File: src/design/mfb_pkg.sv
// ----------------------------------------------------------------------------
// mfb_pkg
// Shared types, widths, codes and the Morse code table of the fault beacon.
// ----------------------------------------------------------------------------
package mfb_pkg;

    localparam int MSG_LEN_DEF = 32;

    localparam int ET_W      = 16;
    localparam int RC_W      = 4;
    localparam int CFG_W     = 16;
    localparam int CFG_IDX_W = 1;
    localparam int GAP_W     = 19;

    localparam logic [ET_W-1:0] ET_RESET = 16'd200;
    localparam logic [RC_W-1:0] RC_RESET = 4'd3;

    localparam logic [CFG_IDX_W-1:0] CFG_ELEMENT_TICKS = 1'd0;
    localparam logic [CFG_IDX_W-1:0] CFG_REPEAT_COUNT  = 1'd1;

    localparam logic [1:0] MODE_TICK       = 2'd0;
    localparam logic [1:0] MODE_WRITE      = 2'd1;
    localparam logic [1:0] MODE_FAULT      = 2'd2;
    localparam logic [1:0] MODE_FAST_FAULT = 2'd3;

    typedef struct packed {
        logic [1:0] mode;
        logic [4:0] char_index;
        logic [7:0] char_code;
    } in_item_t;

    typedef struct packed {
        logic key_on;
        logic busy_res;
        logic faulted;
        logic power_off;
    } out_item_t;

    // Element count in [7:5], pattern in [4:0] (dash = 1, first element in bit 0).
    // Letters A-Z at 0..25, digits 0-9 at 26..35.
    function automatic logic [7:0] code_entry(input logic [5:0] idx);
        logic [7:0] e;
        case (idx)
            6'd0:  e = 8'h42;
            6'd1:  e = 8'h81;
            6'd2:  e = 8'h85;
            6'd3:  e = 8'h61;
            6'd4:  e = 8'h20;
            6'd5:  e = 8'h84;
            6'd6:  e = 8'h63;
            6'd7:  e = 8'h80;
            6'd8:  e = 8'h40;
            6'd9:  e = 8'h8E;
            6'd10: e = 8'h65;
            6'd11: e = 8'h82;
            6'd12: e = 8'h43;
            6'd13: e = 8'h41;
            6'd14: e = 8'h67;
            6'd15: e = 8'h86;
            6'd16: e = 8'h8B;
            6'd17: e = 8'h62;
            6'd18: e = 8'h60;
            6'd19: e = 8'h21;
            6'd20: e = 8'h64;
            6'd21: e = 8'h88;
            6'd22: e = 8'h66;
            6'd23: e = 8'h89;
            6'd24: e = 8'h8D;
            6'd25: e = 8'h83;
            6'd26: e = 8'hBF;
            6'd27: e = 8'hBE;
            6'd28: e = 8'hBC;
            6'd29: e = 8'hB8;
            6'd30: e = 8'hB0;
            6'd31: e = 8'hA0;
            6'd32: e = 8'hA1;
            6'd33: e = 8'hA3;
            6'd34: e = 8'hA7;
            6'd35: e = 8'hAF;
            default: e = 8'h00;
        endcase
        return e;
    endfunction

endpackage

File: src/design/mfb_in_if.sv
// ----------------------------------------------------------------------------
// mfb_in_if
// Valid/ready channel carrying beacon input beats.
// ----------------------------------------------------------------------------
interface mfb_in_if import mfb_pkg::*; ();

    logic     valid;
    logic     ready;
    in_item_t data;

    modport source (output valid, output data, input ready);
    modport sink (input valid, input data, output ready);

endinterface

File: src/design/mfb_out_if.sv
// ----------------------------------------------------------------------------
// mfb_out_if
// Valid/ready channel carrying beacon result beats.
// ----------------------------------------------------------------------------
interface mfb_out_if import mfb_pkg::*; ();

    logic      valid;
    logic      ready;
    out_item_t data;

    modport source (output valid, output data, input ready);
    modport sink (input valid, input data, output ready);

endinterface

File: src/design/mfb_ram.sv
// ----------------------------------------------------------------------------
// mfb_ram
// Generic single-write, single-read RAM with registered read data.
// ----------------------------------------------------------------------------
module mfb_ram #(
    parameter int  WIDTH = 8,
    parameter int  DEPTH = 32,
    localparam int AW    = $clog2(DEPTH)
) (
    input  logic             clk,
    input  logic             we,
    input  logic [AW-1:0]    waddr,
    input  logic [WIDTH-1:0] wdata,
    input  logic [AW-1:0]    raddr,
    output logic [WIDTH-1:0] rdata
);

    logic [WIDTH-1:0] mem [DEPTH];

    always_ff @(posedge clk)
    begin
        if (we)
        begin
            mem[waddr] <= wdata;
        end
        rdata <= mem[raddr];
    end

endmodule

File: src/design/mfb_seq.sv
// ----------------------------------------------------------------------------
// mfb_seq
// Beacon sequencer: message store, element timing and pass control.
// ----------------------------------------------------------------------------
module mfb_seq import mfb_pkg::*; #(
    parameter int MSG_LEN = MSG_LEN_DEF
) (
    input  logic            clk,
    input  logic            rst_n,
    input  logic            step,
    input  in_item_t        item,
    input  logic [ET_W-1:0] element_ticks,
    input  logic [RC_W-1:0] repeat_count,
    output out_item_t       res
);

    localparam int AW    = $clog2(MSG_LEN);
    localparam int PTR_W = $clog2(MSG_LEN + 1);

    localparam logic [2:0] PH_IDLE      = 3'd0;
    localparam logic [2:0] PH_TEXT      = 3'd1;
    localparam logic [2:0] PH_SEND      = 3'd2;
    localparam logic [2:0] PH_POST_ELEM = 3'd3;
    localparam logic [2:0] PH_POST_CHAR = 3'd4;
    localparam logic [2:0] PH_POST_WORD = 3'd5;

    logic [2:0]       phase_reg,  phase_next;
    logic [GAP_W-1:0] gap_reg,    gap_next;
    logic [PTR_W-1:0] ptr_reg,    ptr_next;
    logic [4:0]       pat_reg,    pat_next;
    logic [2:0]       left_reg,   left_next;
    logic [RC_W-1:0]  passes_reg, passes_next;
    logic             fault_reg,  fault_next;
    logic             halted_reg, halted_next;
    logic             byp_hit_reg, byp_hit_next;
    logic [7:0]       byp_data_reg;

    logic [7:0]       rd_data;
    logic [7:0]       cur_char;
    logic [7:0]       folded;
    logic             is_letter;
    logic             is_digit;
    logic [5:0]       tbl_idx;
    logic [7:0]       tbl_entry;
    logic [GAP_W-1:0] et_x1;
    logic [GAP_W-1:0] et_x3;
    logic [GAP_W-1:0] et_x7;
    logic             do_char;
    logic             do_elem;
    logic [4:0]       elem_pat;
    logic [2:0]       elem_left;
    logic [RC_W-1:0]  passes_sel;
    logic             wr_en;
    logic [AW-1:0]    wr_addr;
    logic [AW-1:0]    rd_addr;

    mfb_ram #(
        .WIDTH (8),
        .DEPTH (MSG_LEN)
    ) u_store (
        .clk   (clk),
        .we    (wr_en),
        .waddr (wr_addr),
        .wdata (item.char_code),
        .raddr (rd_addr),
        .rdata (rd_data)
    );

    assign cur_char  = byp_hit_reg ? byp_data_reg : rd_data;
    assign folded    = (cur_char inside {[8'h61:8'h7A]}) ? (cur_char & 8'h5F) : cur_char;
    assign is_letter = folded inside {[8'h41:8'h5A]};
    assign is_digit  = cur_char inside {[8'h30:8'h39]};
    assign tbl_idx   = is_letter ? 6'(folded - 8'h41) : 6'(cur_char - 8'h30 + 8'd26);
    assign tbl_entry = code_entry(tbl_idx);

    assign et_x1 = GAP_W'(element_ticks);
    assign et_x3 = (et_x1 << 1) + et_x1;
    assign et_x7 = (et_x1 << 3) - et_x1;

    assign wr_addr = AW'(item.char_index);

    always_comb
    begin
        phase_next  = phase_reg;
        gap_next    = gap_reg;
        ptr_next    = ptr_reg;
        pat_next    = pat_reg;
        left_next   = left_reg;
        passes_next = passes_reg;
        fault_next  = fault_reg;
        halted_next = halted_reg;
        do_char     = 1'b0;
        do_elem     = 1'b0;
        elem_pat    = pat_reg;
        elem_left   = left_reg;
        passes_sel  = repeat_count;
        wr_en       = 1'b0;

        if (step && !halted_reg)
        begin
            case (item.mode)
                MODE_TICK:
                begin
                    if (phase_reg == PH_TEXT)
                    begin
                        do_char = 1'b1;
                    end
                    else if (phase_reg > PH_POST_WORD)
                    begin
                        phase_next = PH_IDLE;
                    end
                    else if (phase_reg != PH_IDLE)
                    begin
                        if (gap_reg != '0)
                        begin
                            gap_next = gap_reg - 1'b1;
                        end
                        else
                        begin
                            case (phase_reg)
                                PH_SEND:
                                begin
                                    gap_next   = et_x1;
                                    phase_next = PH_POST_ELEM;
                                end
                                PH_POST_ELEM:
                                begin
                                    do_elem = 1'b1;
                                end
                                default:
                                begin
                                    do_char = 1'b1;
                                end
                            endcase
                        end
                    end

                    if (do_char)
                    begin
                        if (ptr_reg >= PTR_W'(MSG_LEN))
                        begin
                            phase_next = PH_IDLE;
                        end
                        else
                        begin
                            ptr_next = ptr_reg + PTR_W'(1);
                            if (cur_char == 8'h00)
                            begin
                                phase_next = PH_IDLE;
                            end
                            else if (is_letter || is_digit)
                            begin
                                elem_pat  = tbl_entry[4:0];
                                elem_left = tbl_entry[7:5];
                                do_elem   = 1'b1;
                            end
                            else
                            begin
                                phase_next = PH_POST_WORD;
                                gap_next   = et_x7;
                            end
                        end
                    end

                    if (do_elem)
                    begin
                        if (elem_left == 3'd0)
                        begin
                            phase_next = PH_POST_CHAR;
                            gap_next   = et_x3;
                        end
                        else
                        begin
                            gap_next   = elem_pat[0] ? et_x3 : et_x1;
                            pat_next   = elem_pat >> 1;
                            left_next  = elem_left - 3'd1;
                            phase_next = PH_SEND;
                        end
                    end

                    if (fault_reg && phase_next == PH_IDLE)
                    begin
                        if (passes_reg != '0)
                        begin
                            phase_next  = PH_TEXT;
                            ptr_next    = '0;
                            passes_next = passes_reg - 1'b1;
                        end
                        else
                        begin
                            halted_next = 1'b1;
                        end
                    end
                end
                MODE_WRITE:
                begin
                    wr_en = (int'(item.char_index) < MSG_LEN);
                end
                default:
                begin
                    passes_sel  = (item.mode == MODE_FAULT) ? repeat_count : RC_W'(1);
                    fault_next  = 1'b1;
                    phase_next  = PH_TEXT;
                    ptr_next    = '0;
                    passes_next = (passes_sel == '0) ? '0 : passes_sel - 1'b1;
                end
            endcase
        end
    end

    // hold the read port on the next pointer; forward a same-address write
    assign rd_addr      = (ptr_next >= PTR_W'(MSG_LEN)) ? '0 : AW'(ptr_next);
    assign byp_hit_next = wr_en && (wr_addr == rd_addr);

    assign res.key_on    = !halted_next && (phase_next == PH_SEND);
    assign res.busy_res  = !halted_next && (phase_next != PH_IDLE);
    assign res.faulted   = fault_next;
    assign res.power_off = halted_next;

    always_ff @(posedge clk or negedge rst_n)
    begin
        if (!rst_n)
        begin
            phase_reg   <= PH_IDLE;
            gap_reg     <= '0;
            ptr_reg     <= '0;
            pat_reg     <= '0;
            left_reg    <= '0;
            passes_reg  <= '0;
            fault_reg   <= 1'b0;
            halted_reg  <= 1'b0;
            byp_hit_reg <= 1'b0;
        end
        else
        begin
            phase_reg   <= phase_next;
            gap_reg     <= gap_next;
            ptr_reg     <= ptr_next;
            pat_reg     <= pat_next;
            left_reg    <= left_next;
            passes_reg  <= passes_next;
            fault_reg   <= fault_next;
            halted_reg  <= halted_next;
            byp_hit_reg <= byp_hit_next;
        end
    end

    always_ff @(posedge clk)
    begin
        byp_data_reg <= item.char_code;
    end

endmodule

File: src/design/morse_fault_beacon.sv
// ----------------------------------------------------------------------------
// morse_fault_beacon
// Keys a stored fault message out as Morse code, paced by tick beats.
// ----------------------------------------------------------------------------
// Every input beat (tick, message byte write, fault start or fast fault start)
// yields exactly one result beat holding key_on, busy_res, faulted and
// power_off as they stand after that beat. The block takes one beat per
// clock: the whole step, including the code table lookup and the message
// store read, is combinational because the store's registered read port is
// always aimed at the next character. An output register plus one skid entry
// let the block take a beat while a result is still waiting; ready drops only
// when both are full. Timing is counted in ticks of element_ticks each; after
// the last pass the block raises power_off and ignores every beat until reset.
// ----------------------------------------------------------------------------
module morse_fault_beacon import mfb_pkg::*; #(
    parameter int MSG_LEN = MSG_LEN_DEF
) (
    input  logic                 clk,
    input  logic                 rst_n,
    input  logic                 cfg_we,
    input  logic [CFG_IDX_W-1:0] cfg_index,
    input  logic [CFG_W-1:0]     cfg_data,
    mfb_in_if.sink               item,
    mfb_out_if.source            result
);

    logic [ET_W-1:0] element_ticks_reg;
    logic [RC_W-1:0] repeat_count_reg;

    logic            accept;
    out_item_t       step_res;

    logic            out_valid_reg;
    out_item_t       out_data_reg;
    logic            skid_valid_reg;
    out_item_t       skid_data_reg;
    logic            out_free;

    always_ff @(posedge clk or negedge rst_n)
    begin
        if (!rst_n)
        begin
            element_ticks_reg <= ET_RESET;
            repeat_count_reg  <= RC_RESET;
        end
        else if (cfg_we)
        begin
            case (cfg_index)
                CFG_ELEMENT_TICKS: element_ticks_reg <= cfg_data[ET_W-1:0];
                CFG_REPEAT_COUNT:  repeat_count_reg  <= cfg_data[RC_W-1:0];
                default:           ;
            endcase
        end
    end

    assign item.ready = !skid_valid_reg;
    assign accept     = item.valid && item.ready;

    mfb_seq #(
        .MSG_LEN (MSG_LEN)
    ) u_seq (
        .clk           (clk),
        .rst_n         (rst_n),
        .step          (accept),
        .item          (item.data),
        .element_ticks (element_ticks_reg),
        .repeat_count  (repeat_count_reg),
        .res           (step_res)
    );

    assign out_free = !out_valid_reg || result.ready;

    always_ff @(posedge clk or negedge rst_n)
    begin
        if (!rst_n)
        begin
            out_valid_reg  <= 1'b0;
            skid_valid_reg <= 1'b0;
        end
        else if (out_free)
        begin
            if (skid_valid_reg)
            begin
                out_valid_reg  <= 1'b1;
                skid_valid_reg <= 1'b0;
            end
            else
            begin
                out_valid_reg <= accept;
            end
        end
        else if (accept)
        begin
            skid_valid_reg <= 1'b1;
        end
    end

    always_ff @(posedge clk)
    begin
        if (out_free)
        begin
            if (skid_valid_reg)
            begin
                out_data_reg <= skid_data_reg;
            end
            else if (accept)
            begin
                out_data_reg <= step_res;
            end
        end
        else if (accept)
        begin
            skid_data_reg <= step_res;
        end
    end

    assign result.valid = out_valid_reg;
    assign result.data  = out_data_reg;

endmodule
File: src/flat_wrapper.sv
// flat-port wrapper written by rule: the top's interface ports become plain ports
module morse_fault_beacon_flat import mfb_pkg::*;
#(
    parameter int MSG_LEN = MSG_LEN_DEF
)
  (clk, rst_n, cfg_we, cfg_index, cfg_data, item_valid, item_data, item_ready, result_valid, result_data, result_ready);
  mfb_in_if item_i ();
  mfb_out_if result_i ();
  input  logic clk;
  input  logic rst_n;
  input  logic cfg_we;
  input  logic [CFG_IDX_W-1:0] cfg_index;
  input  logic [CFG_W-1:0] cfg_data;
  input wire logic [$bits(item_i.valid)-1:0] item_valid;
  input wire logic [$bits(item_i.data)-1:0] item_data;
  output wire logic [$bits(item_i.ready)-1:0] item_ready;
  output wire logic [$bits(result_i.valid)-1:0] result_valid;
  output wire logic [$bits(result_i.data)-1:0] result_data;
  input wire logic [$bits(result_i.ready)-1:0] result_ready;
  assign item_i.valid = item_valid;
  assign item_i.data = item_data;
  assign item_ready = item_i.ready;
  assign result_valid = result_i.valid;
  assign result_data = result_i.data;
  assign result_i.ready = result_ready;
  morse_fault_beacon #(.MSG_LEN(MSG_LEN)) u_core (.clk(clk), .rst_n(rst_n), .cfg_we(cfg_we), .cfg_index(cfg_index), .cfg_data(cfg_data), .item(item_i), .result(result_i));
endmodule
File: config.mk
export PLATFORM = sky130hd
export DESIGN_NAME = morse_fault_beacon_flat
export DESIGN_NICKNAME = d
export VERILOG_FILES = /design/src/design/mfb_pkg.sv /design/src/design/mfb_in_if.sv /design/src/design/mfb_out_if.sv /design/src/design/mfb_ram.sv /design/src/design/mfb_seq.sv /design/src/design/morse_fault_beacon.sv /design/src/flat_wrapper.sv
export SDC_FILE = /design/constraint.sdc
export NUM_CORES = 1
export LEC_CHECK = 0
export ABC_AREA = 1
export CORE_MARGIN = 4
export CORE_UTILIZATION = 45
export CTS_BUF_LIST = sky130_fd_sc_hd__clkbuf_8
export DETAILED_ROUTE_END_ITERATION = 6
export DONT_BUFFER_PORTS = 1
export GPL_TIMING_DRIVEN = 0
export PLACE_DENSITY_LB_ADDON = 0.3
export SYNTH_ARGS = -nofsm -noshare
export SYNTH_HDL_FRONTEND = slang
export SYNTH_SLANG_ARGS = --single-unit
export TNS_END_PERCENT = 10
File: constraint.sdc
create_clock -name clk -period 11.75 [get_ports clk]
set_input_delay 2.35 -clock clk [delete_from_list [all_inputs] [get_ports clk]]
set_output_delay 2.35 -clock clk [all_outputs]
set_load 0.02 [all_outputs]
## Word level (Yosys, flattened, before mapping)

Memory sizes are Yosys's and may differ from the RTL's. A register that Yosys moved wholly into a read port is not among the register bits.
Index checks and enable logic that the tools add are counted.

| operators by class | value |
|---|---|
| add/sub/neg operators | 10 |
| order comparisons | 9 |
| equal/unequal tests | 9 |
| muxes and demuxes | 89 |
| bitwise operators | 4 |
| reduce and logical (&&, ||, !) cells | 35 |

Operators with widths:

| operator | number |
|---|---|
| $mux 19 | 10 |
| $mux 3 | 22 |
| $mux 18 | 2 |
| $mux 6 | 6 |
| $mux 5 | 7 |
| $mux 1 | 31 |
| $mux 4 | 6 |
| $reduce_bool 19->1 | 1 |
| $sub 19x1->19 const B | 1 |
| $sub 19x16->19 | 1 |
| $add 17x16->18 | 1 |
| $ge 8x7->1 const B | 2 |
| $le 8x7->1 const B | 2 |
| $mux 8 | 2 |
| $ge 6x6->1 const B | 2 |
| $pmux 6 s2 | 1 |
| $reduce_and 2->1 | 5 |
| $eq 3x2->1 const B | 3 |
| $logic_and 1x1->1 | 9 |
| $ge 8x6->1 const B | 1 |
| $le 8x6->1 const B | 1 |
| $logic_not 8->1 | 1 |
| $pmux 4 s2 | 1 |
| $reduce_and 4->1 | 2 |
| other kinds (23) | 36 |

| storage, ports and cells | value |
|---|---|
| flip-flop bits (word level) | 80 |
| bits in writable memories | 256 |
| memory bits (read-only) | 512 |
| bits of input ports | 37 |
| output and inout bits | 6 |
| logic and storage cells | 180 |
| memories kept | 2 |

Memories:

| name | depth | bits a word | read ports | clocked after memory_dff | write ports | line | source |
|---|---|---|---|---|---|---|---|
| (no name shown) | 64 | 8 | 1 | 0 | 0 | mfb_pkg.sv:43 | `case (idx)` |
| u_core.u_seq.u_store.mem | 32 | 8 | 1 | 1 | 1 | mfb_ram.sv:18 | `logic [WIDTH-1:0] mem [DEPTH];` |

## Depth between registers and ports, before layout

An unclocked memory read counts as a cell.

| logic depth | value |
|---|---|
| depth in word-level cells | 28 |
| depth in mapped cells | 41 |
| gate-level depth less buffers | 37 |

## Hierarchy

From an unflattened synthesis, not the netlist that was laid out.

| second synthesis, totals | value |
|---|---|
| cells, all modules | 1956 |
| area total of the unflattened synthesis | 18104.9 um^2 |

By module, submodules not included:

| module | times used | cells each | area each (um^2) | seq. area each (um^2) |
|---|---|---|---|---|
| mfb_ram | 1 | 922 | 10786.6 | 7847.5 |
| mfb_seq | 1 | 915 | 6142.1 | 1211.2 |
| morse_fault_beacon | 1 | 119 | 1176.1 | 797.0 |

## Worst setup path before layout

No wires, ideal clock.

| timing path | value |
|---|---|
| path kind | input to register |
| start | input item_valid |
| end | register u_core.u_seq.u_store.rdata[0], read port of u_core.u_seq.u_store.mem |
| library setup time | 113 ps |
| arrival time | 4316 ps |
| path slack | 7321 ps |
| stages on the path | 15 |
| path through | nand2_1 -> nor2_1 -> inv_1 -> clkbuf_1 -> nand2_1 -> buf_2 -> clkbuf_1 -> clkbuf_1 -> nand4_1 -> nand3_1 -> nand3_1 -> nand3_1 -> nand2_1 -> nand2_1 -> nand2_1 |

| between the ends | value |
|---|---|
| cells in the longest elaborated chain, start to end | 5 |

Ends and longest elaborated chain:

| item | line | source |
|---|---|---|
| start: declaration | flat_wrapper.sv:14 | `input wire logic [$bits(item_i.valid)-1:0] item_valid;` |
| $logic_and 1x1->1 (*) | morse_fault_beacon.sv:57 | `assign accept = item.valid && item.ready;` |
| $logic_and 1x1->1 (*) | mfb_seq.sv:99 | `if (step && !halted_reg)` |
| $mux 6 (*) | mfb_seq.sv:99 |  |
| $ge 6x6->1 | mfb_seq.sv:212 | `assign rd_addr = (ptr_next >= PTR_W'(MSG_LEN)) ? '0 : AW'(ptr_next);` |
| $mux 5 (*) | mfb_seq.sv:212 |  |
| end: declaration | mfb_ram.sv:15 | `output logic [WIDTH-1:0] rdata` |

Every way passes the cells marked *; elsewhere a longest branch is shown, timed or not.
A chain may end at the register's enable or synchronous reset.

## Final worst setup path

| timing path | value |
|---|---|
| start | register u_core.u_seq.byp_hit_reg |
| end | register u_core.u_seq.u_store.rdata[3], read port of u_core.u_seq.u_store.mem |

| between the ends | value |
|---|---|
| cells in the longest elaborated chain, start to end | 26 |

Ends and longest elaborated chain:

| item | line | source |
|---|---|---|
| start: declaration | mfb_seq.sv:35 | `logic byp_hit_reg, byp_hit_next;` |
| start signal: assignment | mfb_seq.sv:244 | `byp_hit_reg <= byp_hit_next;` |
| $mux 8 (*) | mfb_seq.sv:69 | `assign cur_char = byp_hit_reg ? byp_data_reg : rd_data;` |
| $ge 8x7->1 or $le 8x7->1 (tied branches) | mfb_seq.sv:70 | `assign folded = (cur_char inside {[8'h61:8'h7A]}) ? (cur_char & 8'h5F) : cur_char;` |
| $logic_and 1x1->1 | mfb_seq.sv:70 |  |
| $mux 8 | mfb_seq.sv:70 |  |
| $ge 8x7->1 or $le 8x7->1 (tied branches) | mfb_seq.sv:71 | `assign is_letter = folded inside {[8'h41:8'h5A]};` |
| $logic_and 1x1->1 | mfb_seq.sv:71 |  |
| $mux 6 | mfb_seq.sv:73 | `assign tbl_idx = is_letter ? 6'(folded - 8'h41) : 6'(cur_char - 8'h30 + 8'd26);` |
| $mem_v2 64x8 | - |  |
| [10 not listed] | - |  |
| $mux 3 (*) | mfb_seq.sv:99 |  |
| $logic_not 3->1 (*) | mfb_seq.sv:181 | `if (fault_reg && phase_next == PH_IDLE)` |
| $logic_and 1x1->1 (*) | mfb_seq.sv:181 |  |
| $mux 6 (*) | mfb_seq.sv:181 |  |
| $pmux 6 s2 (*) | mfb_seq.sv:101 | `case (item.mode)` |
| $mux 6 (*) | mfb_seq.sv:99 |  |
| $ge 6x6->1 | mfb_seq.sv:212 |  |
| $mux 5 (*) | mfb_seq.sv:212 |  |

Every way passes the cells marked *; elsewhere a longest branch is shown, timed or not. The select of a mux whose other input is x is not followed.

==> impl_metrics.ini <==
[run_status]
outcome = completed

[finish]
n_antenna_cell = 0
final_util_pct = 50.02
largest_reg_flops = 256
layout-drive-gt1-share_pct = 8.838
nFillCells = 3909
syn_to_final_growth_pct = 9.527
nNetsFinal = 2241

[worst_setup_path]
endpoint_kind = flop
rr_worst_depth = 31
critPathMostFrequentCell = nand2_1
critical_path_arrival_ns = 6.38
worstSetupPathType = reg2reg
r2r-end = u_core.u_seq.u_store.rdata[3]
start_kind = flop
required_ns = 12.26
timing.rr.start = u_core.u_seq.byp_hit_reg
cpMaxStageDelayCell = o21ai_1
worst-path-max-fanout = 10
critPathMaxStageDelay_ns = 0.52
r2r_slack_ns = 5.88

[cts]
path_clk_slew_ns = 0.06
ctsResizeCount = 0
numCtsBuffers = 59
cts.path.max_buffers = 3
cts_root_buf = clkbuf_8
clk_latency_ns = 0.67
postCtsHoldBufs = 0
h-tree-depth = 2
tritoncts = done
cts_setup_buffers = 0
cts.sinks = 344

[yosys]
synth-simple-area-share_pct = 24.68
synth.cell_area_mm2 = 0.01869
synth_fa_ha_area_share_pct = 3.722
syn-num-nets = 2180
ys_ff_latch = 344
yosysWarningCount = 0
synth_top_family_by_area = simple AND/OR/NAND/NOR gates
synth_top_area_share_pct = 42.42
syn_inst = 2088
synth-xor-area-share_pct = 1.968
synth_edf_count = 264
synth_compound_area_share_pct = 8.723
synth_most_common_cell = nand2_1
synthTopCellsByCount = nand2_1 (454), edfxtp_1 (264), inv_1 (234), nand3_1 (216), nor2_1 (156)
synthMuxAreaShare_pct = 0
synthFlopType = edfxtp_1
ys_top_cells_by_area = edfxtp_1 (42%), nand2_1 (9.1%), dfrtp_1 (7.9%), nand3_1 (5.8%), inv_1 (4.7%)
synth_cell_types = 57
yosysSeqAreaShare_pct = 52.73
async_flop_share_pct = 18.60
syn-mean-instance-area_um2 = 8.951
synth.largest_area_cell = edfxtp_1

[min_path]
holdPathStages = 2
hp-start = u_core.u_seq.pat_reg[3]
whs_endpoint = u_core.u_seq.pat_reg[3]
hold_class = reg2reg

[global_route]
grt_max_degree = 65
grt_first_pass_wirelength_um = 80170
grt.total_usage_pct = 22.83
grt_pass1_vias = 14670
grt_overflow = 0
antenna_found_initial = 0

[floorplan]
dieArea_mm2 = 0.04486
rows = 74
io_pins = 43
fp.dieH_um = 211.8
die_x_um = 211.8
initial_core_util_pct = 45.67
core_area_mm2 = 0.04092

[routing]
routedWlPerCell_um = 18.93
via_count = 15080
routed_wl_um = 51610
firstDrtPassIters = 5
viasPerCell = 5.529
drtIter0Drc = 1451
ant_nets = 0
drc = 0

[timing]
worstMarginPinSlew_ns = 0.9596
final.setup_skew_ns = 0.05197
period_share_pct = 49.95
setup_ws_ns = 5.881
fmax_ghz = 0.1704
rsz0062_at_grt = no
relSlewSlack_pct = 35.79
setup_viol = 0
hold_viol_final = 0
final.setup.tns_ns = 0
min_period_ns = 5.869
maxSlewViolCount = 0

[job]
max-cap-violations = 0

[power_and_ir_drop]
p_per_area_mw_per_mm2 = 124.6
p_leak_nw = 8.588
peakVddDrop_mv = 0.09408

[place]
io_buffers = 0
place_congestion = 0.9845
dp_hpwl_um = 36050
place_ws_ns = 5.902
## worst max-delay path, delay by kind of cell (launching register included)
family / cells / cell delay (ns)
AND/OR/NAND/NOR: 18 / 2.42
buffers and inverters: 7 / 1.36
AO/OA/AOI/OAI: 3 / 0.81
adder cells (fa/ha/maj): 3 / 0.76
flip-flops: 1 / 0.38
## power by group
group	leakage [nW]	switching (mW)	internal [mW]
sequential	3.28	0.0190	1.32
combinational	4.69	0.104	0.0644
clock	0.626	0.498	0.541
total	8.59	0.621	1.93
## kinds of logic after synthesis
| kind of cell | count (synthesis) |
|---|---|
| AND/OR/NAND/NOR | 1013 |
| buffers and inverters | 348 |
| flip-flops | 344 |
| AO/OA/AOI/OAI | 286 |
| adder cells (fa/ha/maj) | 55 |
| XOR/XNOR | 42 |
## worst max path at each step
stage	to	depth (start not counted)	from	slack (ns)
finish	u_core.u_seq.u_store.rdata[3]	31	u_core.u_seq.byp_hit_reg	5.88
global route	u_core.u_seq.u_store.rdata[7]	31	u_core.u_seq.byp_hit_reg	5.49
CTS	u_core.u_seq.u_store.rdata[3]	31	u_core.u_seq.byp_hit_reg	6.03
detailed placement	u_core.u_seq.u_store.mem[10][1]	7	item_valid	5.90
global placement	u_core.u_seq.u_store.mem[10][2]	7	item_valid	5.92
floorplan	u_core.u_seq.u_store.rdata[0]	15	item_valid	7.32
## layer usage
layer  vias up  global-route usage, %  wire length, µm
li1       7280                      -                -
met1      7127                  30.40            21790
met2       544                  36.92            24210
met3       126                  3.690             3432
met4         0                  10.42             2181
met5         -                      0                0
## through the flow
stage | cell area [µm²] | power (mW) | instances | hold WS, ns
2_1_floorplan | 18690 | 1.493 | 2088 | 0.4455
3_3_place_gp | 19350 | 1.528 | 2620 | 0.4602
3_5_place_dp | 19350 | 1.533 | 2620 | 0.4673
4_1_cts | 20470 | 2.570 | 2727 | 0.4835
5_1_grt | 20470 | 2.654 | 2727 | 0.5218
6_report | 20470 | 2.551 | 2727 | 0.4795
## cell type report
cell class | count | area, µm² | share of cell area, %
Inverter | 248 | 935.9 | 4.572
Tap cell | 532 | 665.6 | 3.252
Clock buffer | 60 | 825.8 | 4.034
Clock inverter | 47 | 289.0 | 1.412
Sequential cell | 344 | 9856 | 48.15
Multi-Input combinational cell | 1396 | 7307 | 35.70
Buffer | 100 | 590.6 | 2.885
## placed cells by master, fill, tap and decap left out, types with 15 or more instances in the layout
| cell | count |
|---|---|
| inv_1 | 251 |
| clkbuf_8 | 60 |
| o21ai_0 | 116 |
| dfrtp_1 | 59 |
| ha_1 | 54 |
| buf_2 | 31 |
| a31oi_1 | 15 |
| o211ai_1 | 19 |
| nor2_1 | 156 |
| xor2_1 | 35 |
| nand4_1 | 120 |
| buf_6 | 19 |
| dfxtp_1 | 16 |
| clkinv_1 | 22 |
| a21oi_1 | 76 |
| o21ai_1 | 16 |
| edfxtp_1 | 264 |
| nand2_1 | 454 |
| clkbuf_1 | 38 |
| nand3_1 | 216 |
| nand2_2 | 21 |
No activity file was read; power rests on OpenSTA's default activity.
